[src/sv/lpsum_div.sv]
// Bit-serial restoring divider: one quotient bit per cycle until all DW bits are formed.
// No dependencies.
module lpsum_div
#(
    parameter int DW = 57,
    parameter int VW = 9
)
(
    input  logic          clk,
    input  logic          rst_n,
    input  logic          start,
    input  logic [DW-1:0] dividend,
    input  logic [VW-1:0] divisor,
    output logic          done,
    output logic [DW-1:0] quotient
);

    localparam int CNT_W = $clog2(DW + 1);

    logic [CNT_W-1:0] cnt_reg;
    logic [CNT_W-1:0] cnt_next;
    logic [DW-1:0]    quo_reg;
    logic [DW-1:0]    quo_next;
    logic [VW-1:0]    rem_reg;
    logic [VW-1:0]    rem_next;
    logic [VW:0]      rem_sh;
    logic [VW:0]      rem_sub;
    logic             q_bit;

    assign done     = (cnt_reg == CNT_W'(DW));
    assign quotient = quo_reg;

    // One restoring step: bring down the next dividend bit, subtract if it fits
    always_comb
    begin
        rem_sh   = {rem_reg, quo_reg[DW-1]};
        rem_sub  = rem_sh - {1'b0, divisor};
        q_bit    = (rem_sh >= {1'b0, divisor});
        cnt_next = cnt_reg;
        quo_next = quo_reg;
        rem_next = rem_reg;
        if (start)
        begin
            cnt_next = '0;
            quo_next = dividend;
            rem_next = '0;
        end
        else if (!done)
        begin
            cnt_next = cnt_reg + 1'b1;
            quo_next = {quo_reg[DW-2:0], q_bit};
            rem_next = q_bit ? rem_sub[VW-1:0] : rem_sh[VW-1:0];
        end
    end

    always_ff @(posedge clk or negedge rst_n)
    begin
        if (!rst_n)
        begin
            cnt_reg <= CNT_W'(DW);
        end
        else
        begin
            cnt_reg <= cnt_next;
        end
    end

    always_ff @(posedge clk)
    begin
        quo_reg <= quo_next;
        rem_reg <= rem_next;
    end

endmodule

[config.mk]
export PLATFORM = sky130hd
export DESIGN_NAME = lpsum_div
export DESIGN_NICKNAME = d
export VERILOG_FILES = /design/src/sv/lpsum_div.sv
export SDC_FILE = /design/constraint.sdc
export NUM_CORES = 1
export LEC_CHECK = 0
export BUFFER_PORTS_ARGS = -buffer_cell sky130_fd_sc_hd__buf_2
export CORE_MARGIN = 4
export CORE_UTILIZATION = 44
export DETAILED_ROUTE_END_ITERATION = 8
export GPL_TIMING_DRIVEN = 0
export PLACE_DENSITY = 0.72
export REMOVE_ABC_BUFFERS = 1
export SLEW_MARGIN = 5
export SYNTH_ARGS = -nofsm -noshare
export SYNTH_HDL_FRONTEND = slang
export SYNTH_SLANG_ARGS = --single-unit
[constraint.sdc]
create_clock -name clk -period 3.2 [get_ports clk]
set_input_delay 0.48 -clock clk [delete_from_list [all_inputs] [get_ports clk]]
set_output_delay 0.48 -clock clk [all_outputs]
set_load 0.02 [all_outputs]
# After elaboration in Yosys (flattened, before gate mapping)
# Index checks and enable logic that the tools add are counted.
word_totals:
  regBits: 72
  input_bits: 69
op_classes:
  addsub: 2
  order_cmp: 1
  eq_ne: 2
  n_mux: 5
op_table:
  columns: ["cell", "n"]
  rows:
  - ["$mux W57", 2]
  - ["$mux W6", 2]
  - ["$ge A10 B9 Y1", 1]
  - ["$mux W9", 1]
  - ["$sub A9 B9 Y9", 1]
  - ["$add A6 B1 Y6 const B", 1]
  - ["$eq A6 B6 Y1 const B", 1]
  - ["$ne A2 B2 Y1 const B", 1]

# Logic depth before layout (Yosys ltp)
# Gate-level depths: netlist (run 1).
depth:
  depth_word: 3
  ltp_mapped: 9
  mapped_depth_nobuf: 9

# Least setup slack after synthesis (run 1)
# No wires, ideal clock.
synth_timing:
  path_kind: "register to register"
  from: "register cnt_reg[0]"
  to: "register quo_reg[0], in the netlist quotient[0], enable pin"
  t_arrival_ps: 2461
  t_required_ps: 2552
  path_slack_ps: 90
  path_stages_with_launch: 7
  n_path_buf: 1
  synth_period_minus_slack_ps: 3110
  path_cell_list: "dfstp_2 > ha_1 > nand2_1 > or3_1 > clkbuf_1 > inv_1 > nand2b_1"
synth_via:
  elab_chain_len: 2
synth_lines:
  columns: ["item", "line_no", "text"]
  rows:
  - ["start: declaration", "20", "logic [CNT_W-1:0] cnt_reg;"]
  - ["start signal: assignment", "60", "cnt_reg <= CNT_W'(DW);"]
  - ["start signal: assignment", "64", "cnt_reg <= cnt_next;"]
  - ["$eq A6 B6 Y1", "30", "assign done = (cnt_reg == CNT_W'(DW));"]
  - ["via done", "14", "output logic done,"]
  - ["$ne A2 B2 Y1 (no line)", null, null]
  - ["end signal: assignment", "70", "quo_reg <= quo_next;"]
  - ["end: declaration", "22", "logic [DW-1:0] quo_reg;"]
# The timed path passes the listed nets, and every way through them passes these cells.
# A chain may end at the register's enable or synchronous reset.

# Worst setup path in the final report (run 1)
layout_timing:
  from: "register quo_reg[56], in the netlist quotient[56]"
  to: "register rem_reg[0]"
layout_via:
  elab_chain_len: 2
  word_cells_on_any_way: 3
  cone_classes: "1 x add/sub; 1 x order compare; 1 x mux"
layout_lines:
  columns: ["item", "line_no", "text"]
  rows:
  - ["$sub A9 B9 Y9 or $ge A10 B9 Y1 (tied branches)", "37, 38", null]
  - ["$mux W9 *", "52", "rem_next = q_bit ? rem_sub[VW-1:0] : rem_sh[VW-1:0];"]
  - ["end signal: assignment", "71", "rem_reg <= rem_next;"]
  - ["end: declaration", "24", "logic [VW-1:0] rem_reg;"]
# Every way passes the cells marked *; elsewhere a longest branch is shown, timed or not.

==> results of run 1 <==
[metal layers]
| layer | part of all wire (%) | track usage (%) | vias to the layer above | routed length (µm) |
|---|---|---|---|---|
| met4 | 1.8 | 7.35 | 0 | 141 |
| met2 | 46 | 26.3 | 90 | 3630 |
| met1 | 43 | 21.6 | 1191 | 3440 |
| met5 | 0 | 0 | - | 0 |
| met3 | 9.2 | 6.07 | 15 | 732 |
| li1 | - | - | 1251 | - |
[cells in the final DEF (no fill, tap or decap), types with 2 or more instances in the layout]
| cell | instances |
|---|---|
| mux2i_1 | 2 |
| nor2_1 | 17 |
| mux2_2 | 60 |
| dfstp_2 | 4 |
| xnor2_1 | 2 |
| xor2_1 | 5 |
| inv_1 | 13 |
| dfxtp_1 | 9 |
| edfxtp_1 | 57 |
| o21ai_0 | 2 |
| clkbuf_8 | 11 |
| or3_1 | 3 |
| clkinv_2 | 3 |
| a211o_1 | 2 |
| o311ai_0 | 2 |
| a211oi_1 | 5 |
| a311oi_1 | 5 |
| nand2_1 | 14 |
| nand3_1 | 7 |
| ha_1 | 11 |
| buf_2 | 125 |
| dfrtp_1 | 2 |
| o211ai_1 | 3 |
| a21oi_1 | 11 |
[final timing paths]
check	startpoint	end	slack, ps	cells past startpoint
setup / recovery	quotient[56]	rem_reg[0]	260	9
hold / removal	dividend[35]	quotient[35]	440	2
setup reg to reg	quotient[56]	rem_reg[0]	260	9
hold reg to reg	rem_reg[3]	rem_reg[4]	490	2
max in group asynchronous	rst_n	cnt_reg[4]	2480	2
min in group asynchronous	rst_n	cnt_reg[1]	490	2
[per-stage QoR]
step	hold WS, ps	TNS [ps]	cells	setup WS [ps]	area (µm²)
floorplan	184	-662	251	-11.6	3510
global route	419	0	496	17.8	4500
CTS	411	0	496	253	4500
finish	436	0	496	260	4500
detailed placement	312	0	479	174	4280
global placement	309	-59140	479	-1040	4270
[cell families (layout without fill, tap and decap cells)]
| group | count (synthesis) | count (layout) | synth area share (%) |
|---|---|---|---|
| compound gates | 38 | 38 | 8.00 |
| simple gates | 47 | 47 | 6.10 |
| fa+ha+maj | 12 | 12 | 4.42 |
| mux | 62 | 62 | 19.5 |
| flops | 72 | 72 | 57.4 |
| xor+xnor | 7 | 7 | 1.72 |
| buf+inv | 25 | 156 | 2.88 |
[final cells by class]
| class | instances | area share [%] |
|---|---|---|
| Multi-Input combinational cell | 166 | 31.7 |
| Timing Repair Buffer | 127 | 14.3 |
| Clock inverter | 5 | 1.20 |
| Clock buffer | 11 | 3.37 |
| Tap cell | 102 | 2.84 |
| Inverter | 13 | 1.09 |
| Sequential cell | 72 | 45.5 |
[power by group]
part | switching (µW) | internal, µW
logic | 221 | 182
registers | 46.2 | 1100
clock network | 342 | 402
[timing repair]
| item | in CTS | in global routing |
|---|---|---|
| hold buffers | 1 | 0 |
| endpoints found under the setup margin | 0 | 0 |
| endpoints found under the hold margin | 2 | 0 |
[worst register-to-register path: cells and delay by family (launching register included)]
| family | cells | cell delay [ps] |
|---|---|---|
| muxes | 1 | 390 |
| buffers and inverters | 2 | 140 |
| AOI/OAI and AO/OA | 4 | 1360 |
| adders and majority gates | 2 | 560 |
| DFF | 1 | 390 |
==> metrics.csv, run 1 <==
metric;value;unit
status;completed;
Crit Path Class;flip-flop to flip-flop;
Crit path required time;3450;ps
H-tree levels;3;
CP delay by family, top;compound AO/OA/AOI/OAI gates;
Max-cap violations;0;
routed len/inst;16.0;µm
CTS resizes;0;
Fin. Hold Viols;0;
final core utilization;57.6;%
Slew headroom;40.9;%
global-route wire length before repair;13000;µm
Routability Congestion;0.784;
critical path's largest stage delay;470;ps
top-area cell type share of the netlist area;48.0;%
root buf cell;clkbuf_8;
Tightest Pin Transition;886;ps
Inserted Clock Buffers;9;
Yosys reg bits;72;
P&R area growth vs syn;26.1;%
vias in the first global route;2755;
top cells by area, synth;edfxtp_1, mux2_2, dfxtp_1, ha_1, dfstp_2;
multi-input combinational cell area;1430;µm²
# IOs;127;
Pre-antenna DRT Iters;4;
Max Freq;340;MHz
Antenna Violating Nets Remaining;0;
CP Cell Sequence;inv_1 > ha_1 > inv_1 > fa_1 > a211oi_1 > o21ai_1 > o31ai_4 > mux2_2 > a211oi_1;
antenna violations before repair;0;
Mapped Avg Cell Area;13.6;µm²
Die W;98.0;µm
Period minus WS final;2940;ps
Main synth FF type;edfxtp_1;
Tot GR Track Use;17.0;%
Die H;98.0;µm
row count;32;
nets;470;
EDFF count, synth;57;
top cell type by total area after synthesis;edfxtp_1;
hpwl dp;5650;µm
CTS tree;done;
DRT Wirelength;7940;µm
Slowest-stage cell, CP;o31ai_4;
fillcell total;680;
sequential area share after synthesis;57.4;%
Initial Utilization;45.7;%
most numerous cell in the Yosys netlist;mux2_2;
register area;2050;µm²
overall power;2300;µW
initial drt markers;88;
synthesized cell area;3570;µm²
top cells by count, synth;mux2_2, edfxtp_1, nor2_1, nand2_1, inv_1;
drc violations;0;
# diodes;0;
Worst VDD drop;316;µV
CP max FO;9;
power per cell area;511;nW/µm²
clk_lat worst skew;340;ps
type of origin of the critical path;flip-flop;
largest net degree at the start of global routing;74;
postcts setup bufs;0;
Yosys cell types;39;
leak pwr;0.00197;µW
number of flip-flops in the largest register;57;
HP Class;input port to flip-flop;
CP Data Arrival Time;3190;ps
Core Area;7810;µm²
drt via density;5.14;
Remaining Overflow, GRT;0;
Max clock buf depth;2;
PortBufs;126;
skew final;12.4;ps
RSZ-0062 raised after global routing;false;
CP endpoint kind;flip-flop;
Final Max Slew Viols;0;
# setup viols final;0;
clk slew on worst S/H paths;80;ps
layout cell share with drive strength beyond 1;53.0;%
CP bufs+invs;2;
warnings from Yosys;0;
die area;9610;µm²
Syn Inst Count;263;
ys async rst share;8.33;%
clock sink count;72;
period utilization;91.9;%
routed via count;2547;
Note: power is estimated with default switching activity, not from simulation.
==> run 2, diff against run 1 <==
--- a/config.mk
+++ b/config.mk
@@ -5,9 +5,10 @@
 export SDC_FILE = /design/constraint.sdc
 export NUM_CORES = 1
 export LEC_CHECK = 0
-export BUFFER_PORTS_ARGS = -buffer_cell sky130_fd_sc_hd__buf_2
+export BUFFER_PORTS_ARGS = -buffer_cell sky130_fd_sc_hd__buf_4
 export CORE_MARGIN = 4
 export CORE_UTILIZATION = 44
+export CTS_BUF_LIST = sky130_fd_sc_hd__clkbuf_8
 export DETAILED_ROUTE_END_ITERATION = 8
 export GPL_TIMING_DRIVEN = 0
 export PLACE_DENSITY = 0.72
==> metrics.csv, run 2 (synthesis results as in run 1) <==
metric;value;unit;change
power per cell area;518;nW/µm²;+1.3%
number of flip-flops in the largest register;57;;unchanged
Tot GR Track Use;17.1;%;+0.061 points
Slew headroom;40.4;%;-0.58 points
period utilization;93.3;%;+1.5 points
design area;4850;µm²;+7.8%
H-tree levels;3;;unchanged
Max clock buf depth;2;;unchanged
# IOs;127;;unchanged
Antenna Violating Nets Remaining;0;;unchanged
layout cell share with drive strength beyond 1;52.8;%;-0.25 points
Final Max Slew Viols;0;;unchanged
DRT Wirelength;8250;µm;+3.9%
Die H;98.0;µm;unchanged
vias in the first global route;2682;;-2.6%
skew final;9.43;ps;-3.02 ps
setup TNS;0;ps;unchanged
origin of the worst min-delay path;dividend[11];;
Inst Count DP;479;;unchanged
status;completed;;
Die W;98.0;µm;unchanged
Initial Utilization;45.7;%;unchanged
CP max FO;9;;unchanged
CTS tree;done;;
initial drt markers;84;;-4.5%
crit path launch;quotient[56];;
critical path's largest stage delay;500;ps;+30 ps
HP Class;input port to flip-flop;;
largest net degree at the start of global routing;74;;unchanged
nets;470;;unchanged
root buf cell;clkbuf_8;;
P&R area growth vs syn;36.0;%;
Remaining Overflow, GRT;0;;unchanged
Crit Path Class;flip-flop to flip-flop;;
Pre-antenna DRT Iters;6;;+2
CP Cell Sequence;inv_1 > ha_1 > inv_1 > fa_1 > a211oi_1 > o21ai_1 > o31ai_4 > mux2_2 > a211oi_1;;
type of origin of the critical path;flip-flop;;
RSZ-0062 raised after global routing;false;;
Slowest-stage cell, CP;o31ai_4;;
CP Data Arrival Time;3230;ps;+40 ps
die area;9610;µm²;unchanged
most frequent cells in the layout;buf_4, mux2_2, edfxtp_1;;
global-route wire length before repair;13100;µm;+0.90%
antenna violations before repair;0;;unchanged
Core Area;7810;µm²;unchanged
Min Hold Slack;439;ps;+3.51 ps
Routability Congestion;0.812;;+3.5%
CTS resizes;0;;unchanged
leak pwr;0.00210;µW;+6.3%
Tightest Pin Transition;895;ps;+8.75 ps
drt via density;5.20;;+1.3%
Inserted Clock Buffers;9;;unchanged
routed via count;2581;;+1.3%
# setup viols final;0;;unchanged
Fin. Hold Viols;0;;unchanged
Worst VDD drop;366;µV;+16%
Max-cap violations;0;;unchanged
clk_lat worst skew;340;ps;about the same
Max Freq;335;MHz;-1.6%
Worst R2R Start;quotient[56];;
PortBufs;126;;unchanged
# diodes;0;;unchanged
Period minus WS final;2990;ps;+47.1 ps
row count;32;;unchanged
fillcell total;645;;-5.1%
drc violations;0;;unchanged
Cell Count, Final, Fillers Out;496;;unchanged
clock sink count;72;;unchanged
leading cell type in the layout, fill and taps excluded;buf_4;;
Crit path required time;3440;ps;about the same
hpwl dp;5830;µm;+3.2%
clk slew on worst S/H paths;80;ps;about the same
placed standard-cell area;4590;µm²;+7.3%
CP endpoint kind;flip-flop;;
routed len/inst;16.6;µm;+3.9%
run 2: cell types whose count changed in the layout (fill, tap and decap cells not counted), sizes merged:
cell and change:
bufinv +2, clkinv -2, clkbuf -1, inv +1
run 2: timing repair:
action	CTS	global route
buffers inserted	0	0
endpoints found under the hold margin	2	0
hold buffers	1	0
run 2: path summary, 6_finish.rpt:
check	end	slack, ps	depth (start not counted)
worst max register to register	rem_reg[0]	210	9
min in group asynchronous	cnt_reg[2]	500	2
worst max-delay path	rem_reg[0]	210	9
max in group asynchronous	cnt_reg[0]	2500	2
worst min-delay path	quotient[11]	440	2
worst min register to register	rem_reg[2]	490	2
run 2: metal layers:
layer  track usage [%]  wire (µm)  share of wire (%)
met5                 0          0                  0
met4              4.47         45               0.55
met3              8.71        930                 11
met2              27.0       3820                 46
met1              20.8       3450                 42
run 2: per-stage QoR:
step                power, µW  worst slack, ps  utilization, %
floorplan                1410            -11.6               -
global placement         1630             -832            58.8
detailed placement       1640              149            58.8
CTS                      2530              233            62.1
global route             2620             26.4            62.1
finish                   2510              213            62.1
run 2: power by group:
part,leakage (µW),internal [µW],switching (µW)
registers,0.000749,1100,49.1
clock network,0.000128,539,349
logic,0.00122,244,225
total,0.00210,1890,623
run 2: worst max-delay path: cells and delay by family, from the launching register on:
kind / cells / cell delay (ps)
mux: 1 / 400
buf+inv: 2 / 140
fa+ha+maj: 2 / 570
flops: 1 / 390
compound gates: 4 / 1410
run 2: area by class of cell:
| cell class | count | area (µm²) | share of cell area, % |
|---|---|---|---|
| repair buffers | 127 | 956 | 19.7 |
| multi-input cells | 166 | 1430 | 29.4 |
| clock buffers | 10 | 138 | 2.84 |
| clock inverters | 6 | 108 | 2.22 |
| flip-flops and latches | 72 | 2050 | 42.2 |
| well taps | 102 | 128 | 2.63 |
| inverters | 13 | 48.8 | 1.01 |
